## src/rtl/rtoa_pkg.sv

```systemverilog
package rtoa_pkg;

    // Radix register
    localparam int RADIX_W     = 6;
    localparam int RADIX_MIN   = 2;
    localparam int RADIX_MAX   = 36;
    localparam int RADIX_RESET = 10;

    // Output character width
    localparam int CHAR_W = 7;

    // Entries in the queue between front and back
    localparam int QUEUE_DEPTH = 2;

    // Back-end sequencer states
    typedef enum logic [3:0] {
        ST_IDLE  = 4'b0001,
        ST_DIV   = 4'b0010,
        ST_STORE = 4'b0100,
        ST_EMIT  = 4'b1000
    } back_state_t;

    // Map a digit value to '0'-'9' then 'A'-'Z'
    function automatic logic [CHAR_W-1:0] digit_to_char(input logic [RADIX_W-1:0] d);
        logic [CHAR_W-1:0] dw;
        dw = {1'b0, d};
        if (d < RADIX_W'(10))
            return CHAR_W'(48) + dw;
        else
            return CHAR_W'(55) + dw;
    endfunction

    // Clamp a written radix into the supported range
    function automatic logic [RADIX_W-1:0] clamp_radix(input logic [RADIX_W-1:0] r);
        if (r < RADIX_W'(RADIX_MIN))
            return RADIX_W'(RADIX_MIN);
        else if (r > RADIX_W'(RADIX_MAX))
            return RADIX_W'(RADIX_MAX);
        else
            return r;
    endfunction

endpackage

```

## src/rtl/rtoa_front.sv

```systemverilog
module rtoa_front
    import rtoa_pkg::*;
#(
    parameter int VALUE_BITS = 64
)
(
    input  logic                  start,
    input  logic [63:0]           value,
    input  logic                  queue_full,
    output logic                  busy,
    output logic                  push,
    output logic [VALUE_BITS:0]   push_data
);

    logic [VALUE_BITS-1:0] value_masked;
    logic                  is_zero;

    // Drop the bits above the value width and flag zero
    assign value_masked = value[VALUE_BITS-1:0];
    assign is_zero      = (value_masked == '0);

    // Accept a word whenever the queue has room
    assign busy      = queue_full;
    assign push      = start && !queue_full;
    assign push_data = {is_zero, value_masked};

endmodule

```

## src/rtl/rtoa_queue.sv

```systemverilog
module rtoa_queue
    import rtoa_pkg::*;
#(
    parameter int WIDTH = 65
)
(
    input  logic             clk,
    input  logic             rst_n,
    input  logic             push,
    input  logic [WIDTH-1:0] push_data,
    input  logic             pop,
    output logic [WIDTH-1:0] pop_data,
    output logic             full,
    output logic             empty
);

    localparam int PTR_W = (QUEUE_DEPTH > 1) ? $clog2(QUEUE_DEPTH) : 1;
    localparam int CNT_W = $clog2(QUEUE_DEPTH + 1);

    logic [WIDTH-1:0] entry_reg [QUEUE_DEPTH];
    logic [PTR_W-1:0] wr_ptr_reg, wr_ptr_next;
    logic [PTR_W-1:0] rd_ptr_reg, rd_ptr_next;
    logic [CNT_W-1:0] count_reg, count_next;
    logic             do_push;
    logic             do_pop;

    assign full     = (count_reg == CNT_W'(QUEUE_DEPTH));
    assign empty    = (count_reg == '0);
    assign do_push  = push && !full;
    assign do_pop   = pop && !empty;
    assign pop_data = entry_reg[rd_ptr_reg];

    // Advance pointers with wrap and track occupancy
    always_comb
    begin
        wr_ptr_next = wr_ptr_reg;
        rd_ptr_next = rd_ptr_reg;
        count_next  = count_reg;
        if (do_push)
        begin
            if (wr_ptr_reg == PTR_W'(QUEUE_DEPTH - 1))
                wr_ptr_next = '0;
            else
                wr_ptr_next = wr_ptr_reg + PTR_W'(1);
        end
        if (do_pop)
        begin
            if (rd_ptr_reg == PTR_W'(QUEUE_DEPTH - 1))
                rd_ptr_next = '0;
            else
                rd_ptr_next = rd_ptr_reg + PTR_W'(1);
        end
        if (do_push && !do_pop)
            count_next = count_reg + CNT_W'(1);
        else if (do_pop && !do_push)
            count_next = count_reg - CNT_W'(1);
    end

    always_ff @(posedge clk or negedge rst_n)
    begin
        if (!rst_n)
        begin
            wr_ptr_reg <= '0;
            rd_ptr_reg <= '0;
            count_reg  <= '0;
        end
        else
        begin
            wr_ptr_reg <= wr_ptr_next;
            rd_ptr_reg <= rd_ptr_next;
            count_reg  <= count_next;
        end
    end

    // Hold entries; payload needs no reset
    always_ff @(posedge clk)
    begin
        if (do_push)
            entry_reg[wr_ptr_reg] <= push_data;
    end

endmodule

```

## src/rtl/rtoa_back.sv

```systemverilog
module rtoa_back
    import rtoa_pkg::*;
#(
    parameter int VALUE_BITS = 64,
    parameter int MAX_DIGITS = 64
)
(
    input  logic                 clk,
    input  logic                 rst_n,
    input  logic [RADIX_W-1:0]   radix,
    input  logic                 queue_empty,
    input  logic [VALUE_BITS:0]  queue_data,
    output logic                 pop,
    output logic                 digit_valid,
    output logic [CHAR_W-1:0]    digit_char,
    output logic                 last
);

    localparam int IDX_W = $clog2(MAX_DIGITS);
    localparam int CNT_W = $clog2(MAX_DIGITS + 1);
    localparam int BIT_W = $clog2(VALUE_BITS);

    back_state_t             state_reg, state_next;
    logic [VALUE_BITS-1:0]   dividend_reg, dividend_next;
    logic [RADIX_W-1:0]      rem_reg, rem_next;
    logic [BIT_W-1:0]        bit_reg, bit_next;
    logic [CNT_W-1:0]        count_reg, count_next;
    logic [IDX_W-1:0]        ptr_reg, ptr_next;
    logic                    out_valid_reg, out_valid_next;
    logic                    out_last_reg, out_last_next;
    logic [RADIX_W-1:0]      rd_data_reg;

    logic [RADIX_W-1:0]      digit_store [MAX_DIGITS];
    logic                    mem_we;
    logic [IDX_W-1:0]        mem_waddr;
    logic [RADIX_W-1:0]      mem_wdata;

    logic [RADIX_W:0]        rem_shift;
    logic [RADIX_W:0]        rem_sub;
    logic                    rem_ge;
    logic [RADIX_W-1:0]      rem_step;
    logic [CNT_W-1:0]        count_inc;
    logic                    item_zero;

    // One restoring step: shift in the next dividend bit, subtract if it fits
    assign rem_shift = {rem_reg, dividend_reg[VALUE_BITS-1]};
    assign rem_ge    = (rem_shift >= {1'b0, radix});
    assign rem_sub   = rem_shift - {1'b0, radix};
    assign rem_step  = rem_ge ? rem_sub[RADIX_W-1:0] : rem_shift[RADIX_W-1:0];

    // Saturate the digit count at the store depth
    assign count_inc = (count_reg < CNT_W'(MAX_DIGITS)) ? count_reg + CNT_W'(1) : count_reg;
    assign item_zero = queue_data[VALUE_BITS];

    assign pop = (state_reg == ST_IDLE) && !queue_empty;

    // Sequencer: take an item, divide digit by digit, then play out in reverse
    always_comb
    begin
        state_next     = state_reg;
        dividend_next  = dividend_reg;
        rem_next       = rem_reg;
        bit_next       = bit_reg;
        count_next     = count_reg;
        ptr_next       = ptr_reg;
        out_valid_next = 1'b0;
        out_last_next  = 1'b0;
        mem_we         = 1'b0;
        mem_waddr      = count_reg[IDX_W-1:0];
        mem_wdata      = rem_reg;
        case (state_reg)
            ST_IDLE:
            begin
                if (!queue_empty)
                begin
                    if (item_zero)
                    begin
                        // Zero gives the single digit zero
                        mem_we     = 1'b1;
                        mem_waddr  = '0;
                        mem_wdata  = '0;
                        count_next = CNT_W'(1);
                        ptr_next   = '0;
                        state_next = ST_EMIT;
                    end
                    else
                    begin
                        dividend_next = queue_data[VALUE_BITS-1:0];
                        rem_next      = '0;
                        bit_next      = '0;
                        count_next    = '0;
                        state_next    = ST_DIV;
                    end
                end
            end
            ST_DIV:
            begin
                dividend_next = {dividend_reg[VALUE_BITS-2:0], rem_ge};
                rem_next      = rem_step;
                bit_next      = bit_reg + BIT_W'(1);
                if (bit_reg == BIT_W'(VALUE_BITS - 1))
                    state_next = ST_STORE;
            end
            ST_STORE:
            begin
                // Keep the remainder unless the store is already full
                mem_we     = (count_reg < CNT_W'(MAX_DIGITS));
                count_next = count_inc;
                rem_next   = '0;
                bit_next   = '0;
                if (dividend_reg == '0)
                begin
                    ptr_next   = IDX_W'(count_inc - CNT_W'(1));
                    state_next = ST_EMIT;
                end
                else
                begin
                    state_next = ST_DIV;
                end
            end
            ST_EMIT:
            begin
                out_valid_next = 1'b1;
                out_last_next  = (ptr_reg == '0);
                if (ptr_reg == '0)
                    state_next = ST_IDLE;
                else
                    ptr_next = ptr_reg - IDX_W'(1);
            end
            default:
            begin
                state_next = ST_IDLE;
            end
        endcase
    end

    always_ff @(posedge clk or negedge rst_n)
    begin
        if (!rst_n)
        begin
            state_reg     <= ST_IDLE;
            dividend_reg  <= '0;
            rem_reg       <= '0;
            bit_reg       <= '0;
            count_reg     <= '0;
            ptr_reg       <= '0;
            out_valid_reg <= 1'b0;
            out_last_reg  <= 1'b0;
        end
        else
        begin
            state_reg     <= state_next;
            dividend_reg  <= dividend_next;
            rem_reg       <= rem_next;
            bit_reg       <= bit_next;
            count_reg     <= count_next;
            ptr_reg       <= ptr_next;
            out_valid_reg <= out_valid_next;
            out_last_reg  <= out_last_next;
        end
    end

    // Digit store: one write port, registered read at the play-out pointer
    always_ff @(posedge clk)
    begin
        if (mem_we)
            digit_store[mem_waddr] <= mem_wdata;
        rd_data_reg <= digit_store[ptr_reg];
    end

    assign digit_valid = out_valid_reg;
    assign digit_char  = digit_to_char(rd_data_reg);
    assign last        = out_last_reg;

endmodule

```

## src/rtl/radix_integer_to_ascii.sv

```systemverilog
// Integer to ASCII conversion in a programmable radix.
//
// Input: pulse start with value while busy is low; the word is taken at that
// edge. Only the low VALUE_BITS bits of value are used. A two-entry queue sits
// between the accepting front and the converting back, so busy rises only when
// two words are waiting behind the one in conversion.
// Config: write radix_data with radix_valid; radix_ready is always high. Values
// below 2 store 2, above 36 store 36. Write only while no conversion is open.
// Output: one character per cycle on digit_char with digit_valid, most
// significant digit first, '0'-'9' then 'A'-'Z'; last marks the final digit.
// The receiver cannot stall; each character is shown for exactly one cycle.
// Sequence: each digit takes one pass of the bit-serial restoring divider over
// all VALUE_BITS dividend bits and a store step; the digits then stream out
// through a registered read of the digit store. A zero value skips the
// divider and stores the single digit zero directly.
// At most MAX_DIGITS low-order digits are kept and emitted.
// Reset: radix returns to 10, queue and sequencer go empty and idle.
module radix_integer_to_ascii
    import rtoa_pkg::*;
#(
    parameter int VALUE_BITS = 64,
    parameter int MAX_DIGITS = 64
)
(
    input  logic                clk,
    input  logic                rst_n,
    input  logic                start,
    output logic                busy,
    input  logic [63:0]         value,
    input  logic                radix_valid,
    output logic                radix_ready,
    input  logic [RADIX_W-1:0]  radix_data,
    output logic                digit_valid,
    output logic [CHAR_W-1:0]   digit_char,
    output logic                last
);

    logic [RADIX_W-1:0]  radix_reg;
    logic                queue_full;
    logic                queue_empty;
    logic                push;
    logic                pop;
    logic [VALUE_BITS:0] push_data;
    logic [VALUE_BITS:0] pop_data;

    // Radix register, clamped on write
    assign radix_ready = 1'b1;

    always_ff @(posedge clk or negedge rst_n)
    begin
        if (!rst_n)
            radix_reg <= RADIX_W'(RADIX_RESET);
        else if (radix_valid && radix_ready)
            radix_reg <= clamp_radix(radix_data);
    end

    rtoa_front #(
        .VALUE_BITS (VALUE_BITS)
    ) u_front (
        .start      (start),
        .value      (value),
        .queue_full (queue_full),
        .busy       (busy),
        .push       (push),
        .push_data  (push_data)
    );

    rtoa_queue #(
        .WIDTH (VALUE_BITS + 1)
    ) u_queue (
        .clk       (clk),
        .rst_n     (rst_n),
        .push      (push),
        .push_data (push_data),
        .pop       (pop),
        .pop_data  (pop_data),
        .full      (queue_full),
        .empty     (queue_empty)
    );

    rtoa_back #(
        .VALUE_BITS (VALUE_BITS),
        .MAX_DIGITS (MAX_DIGITS)
    ) u_back (
        .clk         (clk),
        .rst_n       (rst_n),
        .radix       (radix_reg),
        .queue_empty (queue_empty),
        .queue_data  (pop_data),
        .pop         (pop),
        .digit_valid (digit_valid),
        .digit_char  (digit_char),
        .last        (last)
    );

endmodule
```

## config.mk

```make
export PLATFORM = sky130hd
export DESIGN_NAME = radix_integer_to_ascii
export DESIGN_NICKNAME = d
export VERILOG_FILES = /design/src/rtl/rtoa_pkg.sv /design/src/rtl/rtoa_front.sv /design/src/rtl/rtoa_queue.sv /design/src/rtl/rtoa_back.sv /design/src/rtl/radix_integer_to_ascii.sv
export SDC_FILE = /design/constraint.sdc
export NUM_CORES = 1
export LEC_CHECK = 0
export BUFFER_PORTS_ARGS = -buffer_cell sky130_fd_sc_hd__buf_2
export CORE_ASPECT_RATIO = 0.75
export CORE_MARGIN = 2
export CORE_UTILIZATION = 35
export CTS_BUF_LIST = sky130_fd_sc_hd__clkbuf_8 sky130_fd_sc_hd__clkbuf_16
export DETAILED_ROUTE_END_ITERATION = 10
export GPL_TIMING_DRIVEN = 1
export PLACE_DENSITY = 0.59
export SLEW_MARGIN = 30
export SYNTH_ARGS = -nofsm -noshare
export SYNTH_HDL_FRONTEND = slang
export SYNTH_SLANG_ARGS = --single-unit
```

## constraint.sdc

```tcl
create_clock -name clk -period 4.1 [get_ports clk]
set_input_delay 0.205 -clock clk [delete_from_list [all_inputs] [get_ports clk]]
set_output_delay 0.205 -clock clk [all_outputs]
set_load 0.005 [all_outputs]
```

==> impl_metrics.csv, run 1 <==
group,metric,value,unit
clock_tree,ctsHtreeMaxLevel,2,
yosys,synth_edf_count,514,
die,initial_core_util,0.355,
drt,first_pass_iters,6,
final_layout,final_cell_area,29800,sq um
setup_path,path_class,"flop to flop",
place,dpl.hpwl,36000,um
drt,initialDrtViolationCount,1419,
yosys,ys_seq_area_frac,0.710,
drt,num_vias,14400,
clock_tree,clockRootBuffer,"clkbuf_16",
final_layout,synthToLayoutAreaGrowth,16.5,%
timing,fin_tns_setup,0,ns
die,die_area,75400,sq um
timing,post-route-min-period,3.08,ns
yosys,ys_warn_count,0,
setup_path,arrival,3.31,ns
yosys,async_reset_ff_frac,0.168,
place,post-place-ws,1.08,ns
die,ios,85,
setup_path,critPathLaunchType,"flop",
setup_path,critPathRequiredTime,4.33,ns
die,fp.dieW,316,um
setup_path,endpoint_kind,"flop",
final_layout,largest_reg_flops,384,
final_layout,fill_cells,6426,
timing,setup_viol,0,
setup_path,path_max_fanout,8,
clock_tree,cts_resized,0,
drt,antenna_left,0,
clock_tree,cts_tree,"done",
die,fp.dieH,238,um
pwr,p_sw_frac,0.317,
yosys,dominantRegCellSynth,"edfxtp_1",
global_routing,antenna_found_initial,1,
final_layout,antenna_cells,0,
final_layout,final_net_count,1853,
drt,route.detailed.drc,0,
clock_tree,cts_buffer_depth,3,
pwr,p_int,13.0,mW
final_layout,stdcell_count,2769,
timing,max_slew_margin,0.349,
pwr,p_switching,6.05,mW
pwr,clkPwrFrac,0.279,
run_status,status,"finished clean",
timing,tightest_slew,0.969,ns
run,drv_cap,0,
yosys,syn_area,25600,sq um
final_layout,layout-drive-gt1-share,0.188,
place,post-place-cells,2582,
yosys,syn_inst,1610,
timing,fin_ws,1.02,ns
clock_tree,path_clk_slew,0.06,ns
place,place.gp.congestion,0.776,
timing,period_share,0.752,
yosys,synth_cell_types,70,
timing,rsz0062_at_grt,"no",
pwr,p_seq_frac,0.464,
pwr,leakage,10.3,nW
yosys,synth_nets,1698,
pwr,max-vdd-ir-drop,344,uV
place,io_buffers,83,
place,postPlaceCellArea,27100,sq um
clock_tree,postCtsSetupBuffers,0,
drt,wl_per_cell,20.9,um
global_routing,grt.total_usage,0.155,
global_routing,grt_pass1_vias,14500,
die,coreArea,72100,sq um
yosys,ys_seq_elements,625,
clock_tree,clk-insertion-delay-late,0.63,ns
yosys,syn_area_per_cell,15.9,sq um
drt,wl,57900,um
drt,viasPerCell,5.20,
timing,maxSlewViolCount,0,
die,rows,85,
clock_tree,numCtsBuffers,57,
timing,fmax,325,MHz
global_routing,grt_max_degree,137,
timing,hold_viol_final,0,
pwr,cellPowerDensity,639,nW/um^2
global_routing,grt.overflow.total,0,
global_routing,grt_pass1_wl,89300,um
worst_hold_path,min_path_type,"input pin to asynchronous set/reset pin",
timing,fin_skew,0.0301,ns
clock_tree,cts_sinks,625,
pwr,comb_power_share,0.257,
-- synth_stat cells, drive strengths merged, types with 13 or more instances --
cell type    n  share of area
mux2i       83          0.033
dfrtp      102           0.10
xnor2       13         0.0044
nand2       99          0.015
mux4       108          0.095
nor4        37         0.0096
clkbuf      56         0.0082
o21ai      102          0.020
buf         40         0.0091
inv         24         0.0036
ha          13         0.0064
nor2       173          0.026
a21oi       77          0.015
edfxtp     514           0.60
nor3        15         0.0029
-- critical path, cell delays in order (launching register included) --
cell,delay (ns)
dfrtp_1,0.46
nand2b_1,0.21
or3_1,0.35
nor2_1,0.42
nand4b_1,0.37
nor3_1,0.88
-- what timing repair did --
action | 4_1_cts | 5_1_grt
endpoints found under the hold margin | 206 | 0
hold buffers | 80 | 0
endpoints found under the setup margin | 0 | 0
-- path summary, 6_finish.rpt --
check,startpoint,endpoint,slack (ns),cells after the start
max in group asynchronous,rst_n,u_back.dividend_reg[31]$_DFFE_PN0P_,2.95,4
max,u_back.state_reg[3]$_DFFE_PN0P_,u_back.digit_store[45][2]$_DFFE_PP_,1.02,5
max reg2reg,u_back.state_reg[3]$_DFFE_PN0P_,u_back.digit_store[45][2]$_DFFE_PP_,1.02,5
min,rst_n,u_back.dividend_reg[14]$_DFFE_PN0P_,0.08,2
min in group clk,value[52],u_queue.entry_reg[1][52]$_DFFE_PP_,0.33,2
min reg2reg,u_queue.count_reg[1]$_DFFE_PN0P_,u_queue.count_reg[1]$_DFFE_PN0P_,0.50,1
-- metal layers --
layer / track usage / routed length, um
met1: 0.233 / 26900
met2: 0.233 / 26100
met3: 0.0289 / 3780
met4: 0.0389 / 1140
met5: 0 / 0
-- cell type report --
cell class | instances | area, sq um | share of cell area
Tap cell | 957 | 1200 | 0.0401
Clock inverter | 40 | 323 | 0.0108
Sequential cell | 625 | 18200 | 0.610
Timing Repair Buffer | 192 | 1510 | 0.0505
Inverter | 24 | 92.6 | 0.00310
Clock buffer | 66 | 1550 | 0.0520
Multi-Input combinational cell | 865 | 6960 | 0.233
-- kinds of logic after synthesis --
logic type,count (synthesis),share of synthesized area
flip-flops,625,0.710
AND/OR/NAND/NOR,400,0.0729
AO/OA/AOI/OAI,238,0.0538
multiplexers,191,0.128
buffers and inverters,120,0.0210
XOR/XNOR,20,0.00684
adder cells (fa/ha/maj),15,0.00753
other,1,0.000146
-- power by group through the flow --
stage	Combinational, mW	Sequential, mW	Clock [mW]
2_1_floorplan	3.67	8.57	0
3_3_place_gp	4.77	8.92	0
4_1_cts	4.98	8.84	5.42
3_5_place_dp	4.90	8.97	0
5_1_grt	5.49	8.94	5.69
6_report	4.91	8.84	5.32
-- per-stage QoR --
step / hold WS [ns] / power (mW) / utilization
after CTS: 0.0675 / 19.2 / 0.414
final: 0.0751 / 19.1 / 0.414
after global placement: 0.407 / 13.7 / 0.376
after floorplan: -0.0906 / 12.2 / -
after detailed placement: 0.169 / 13.9 / 0.376
after global routing: 0.0771 / 20.1 / 0.414
-- cells in the final DEF (no fill, tap or decap), types with 35 or more instances in the layout --
cell,instances
nand2_1,99
nor2_1,170
dlygate4sd3_1,80
clkbuf_16,57
edfxtp_1,514
buf_2,83
nor4_1,36
o21ai_0,99
dfrtp_1,98
mux2i_1,82
mux4_2,108
a21oi_1,76
inv_1,35
(Power assumes the default switching activity.)
==> run 2, diff against run 1 <==
Settings changed: ABC_AREA from default to 1.
Clock period 4.1 ns to 2.52 ns, I/O delays scaled along.
==> impl_metrics.csv, run 2 <==
group,metric,value,unit
final_layout,largest_reg_flops,384,
clock_tree,clk-insertion-delay-late,0.62,ns
die,fp.dieW,320,um
run_status,status,"finished clean",
clock_tree,cts_tree,"done",
drt,viasPerCell,5.14,
yosys,ys_seq_elements,625,
timing,period_share,0.960,
clock_tree,numCtsBuffers,59,
pwr,p_switching,11.8,mW
setup_path,critPathRequiredTime,2.77,ns
die,die_area,77200,sq um
pwr,comb_power_share,0.321,
final_layout,stdcell_count,3619,
yosys,syn_area_per_cell,11.0,sq um
timing,fmax,413,MHz
final_layout,fill_cells,6839,
yosys,synth_cell_types,53,
place,dpl.hpwl,42400,um
timing,setup_viol,0,
final_layout,layout_commonest_cell,"edfxtp_1",
yosys,syn_area,26200,sq um
final_layout,mostFrequentLayoutCells,"edfxtp_1 (514), nor2_1 (439), nand2_1 (416)",
pwr,leakage,11.7,nW
setup_path,path_max_fanout,9,
drt,wl,67300,um
yosys,async_reset_ff_frac,0.168,
yosys,synth.most_common_cell,"edfxtp_1",
pwr,max-vdd-ir-drop,545,uV
global_routing,grt_pass1_wl,105000,um
pwr,p_seq_frac,0.417,
pwr,report.power.total,33.2,mW
clock_tree,clockRootBuffer,"clkbuf_16",
place,io_buffers,83,
drt,antenna_left,0,
timing,hold_viol_final,0,
timing,max_slew_margin,0.470,
drt,wl_per_cell,18.6,um
yosys,ys_warn_count,0,
clock_tree,postCtsSetupBuffers,0,
yosys,yosys.area.top_type_share,0.588,
global_routing,grt.total_usage,0.174,
place,post-place-cells,3429,
timing,fin_ws,0.102,ns
timing,post-route-min-period,2.42,ns
clock_tree,ctsHtreeMaxLevel,2,
clock_tree,cts_sinks,625,
drt,initialDrtViolationCount,2118,
place,place.gp.congestion,0.877,
setup_path,endpoint_kind,"flop",
yosys,synth_common_cells,"edfxtp_1 (514), nor2_1 (453), nand2_1 (416)",
place,post-place-ws,0.117,ns
yosys,synth_area_leader_cell,"edfxtp_1",
yosys,netlist_top_cells_area,"edfxtp_1 (59%), dfrtp_1 (9.7%), o21ai_0 (6.8%)",
yosys,dominantRegCellSynth,"edfxtp_1",
clock_tree,cts_buffer_depth,3,
setup_path,critPathLaunchType,"flop",
global_routing,grt_pass1_vias,18100,
pwr,clkPwrFrac,0.262,
drt,first_pass_iters,5,
global_routing,grt.overflow.total,0,
timing,fin_skew,0.0275,ns
die,initial_core_util,0.355,
die,coreArea,73800,sq um
pwr,p_int,21.4,mW
timing,maxSlewViolCount,0,
drt,num_vias,18600,
clock_tree,path_clk_slew,0.06,ns
yosys,ys_seq_area_frac,0.693,
pwr,p_sw_frac,0.356,
timing,tightest_slew,0.796,ns
pwr,cellPowerDensity,1070,nW/um^2
run,drv_cap,0,
setup_path,arrival,2.67,ns
yosys,syn_inst,2387,
final_layout,antenna_cells,0,
drt,route.detailed.drc,0,
die,rows,86,
final_layout,layout-drive-gt1-share,0.133,
setup_path,path_class,"flop to flop",
final_layout,synthToLayoutAreaGrowth,18.9,%
final_layout,utilization,0.423,
die,fp.dieH,241,um
global_routing,grt_max_degree,132,
yosys,synth_nets,2475,
final_layout,final_net_count,2690,
worst_hold_path,min_path_type,"input pin to flop",
die,ios,85,
global_routing,antenna_found_initial,0,
yosys,synth_edf_count,514,
-- run 2: cell types whose count changed after synthesis, moves of 11 or more --
cell     change
nand3_1    +106
xnor2_1     -11
o21ai_0    +259
nor4_1      -20
nor2_1     +281
nand2_1    +317
a21oi_1     -39
inv_1       +47
mux4_2     -108
mux2i_1     -82
buf_2       +26
o22ai_1     +45
-- run 2: critical path: stages, from the launching register on --
cell and delay (ns):
dfrtp_1 0.47, inv_1 0.11, nand3_2 0.15, nor2_4 0.05, nand2_4 0.07, inv_4 0.08, nor2_1 0.16, nand2_1 0.10
inv_1 0.12, nand3_1 0.09, buf_4 0.21, nor2_1 0.42
-- run 2: layer usage --
layer | vias up | track usage | routed length [um]
met5 | - | 0 | 0
met4 | 0 | 0.0438 | 1310
met3 | 102 | 0.0316 | 5500
met2 | 699 | 0.267 | 29800
met1 | 9024 | 0.254 | 30800
li1 | 8784 | - | -
-- run 2: power groups by stage --
| stage | sequential [mW] | clock [mW] | combinational [mW] |
|---|---|---|---|
| after floorplan | 13.8 | 0 | 7.09 |
| after global placement | 14.0 | 0 | 10.3 |
| after detailed placement | 14.0 | 0 | 10.4 |
| after CTS | 13.8 | 8.90 | 10.6 |
| after global routing | 14.0 | 9.29 | 12.1 |
| final | 13.9 | 8.71 | 10.7 |
-- run 2: repair_timing --
action                                  4_1_cts  5_1_grt
endpoints found under the setup margin        1       44
resized for setup                             1       11
pin swaps                                     0        0
hold endpoints to repair                    237        0
hold buffers                                 79        0
-- run 2: cell type report --
type / count / area [sq um] / share of cell area
clock inverter: 43 / 317 / 0.0101
timing repair buffer: 282 / 2330 / 0.0747
sequential: 625 / 18200 / 0.583
clock buffer: 67 / 1590 / 0.0508
multi-input combinational: 1559 / 7280 / 0.233
tap: 968 / 1210 / 0.0388
inverter: 75 / 288 / 0.00922
-- run 2: path summary, 6_finish.rpt --
check / start / endpoint / slack (ns) / cells past startpoint
setup reg to reg: u_back.state_reg[1]$_DFFE_PN0P_ / u_back.digit_store[7][0]$_DFFE_PP_ / 0.10 / 11
min in group asynchronous: rst_n / u_back.dividend_reg[26]$_DFFE_PN0P_ / 0.11 / 3
max in group asynchronous: rst_n / u_back.dividend_reg[20]$_DFFE_PN0P_ / 1.37 / 3
hold / removal: start / u_queue.wr_ptr_reg$_DFFE_PN0P_ / 0.07 / 6
hold reg to reg: u_back.dividend_reg[6]$_DFFE_PN0P_ / u_back.dividend_reg[6]$_DFFE_PN0P_ / 0.51 / 2
setup / recovery: u_back.state_reg[1]$_DFFE_PN0P_ / u_back.digit_store[7][0]$_DFFE_PP_ / 0.10 / 11
-- run 2: cell families (layout without fill, tap and decap cells) --
family / Yosys count / in the layout / share of synthesized area
buffers and inverters: 203 / 467 / 0.0339
XOR/XNOR: 13 / 13 / 0.00434
flip-flops: 625 / 625 / 0.693
AND/OR/NAND/NOR: 1045 / 1045 / 0.163
other: 1 / 1 / 0.000143
AO/OA/AOI/OAI: 486 / 486 / 0.0985
adder cells (fa/ha/maj): 14 / 14 / 0.00696
-- run 2: metrics by stage --
stage          hold WS, ns  setup TNS [ns]  cell area (sq um)
2_1_floorplan       -0.170         -181.79              26300
3_3_place_gp       0.00184               0              28400
3_5_place_dp       0.00437               0              28400
4_1_cts             0.0386               0              31100
5_1_grt              0.136         -0.0140              31200
6_report            0.0660               0              31200
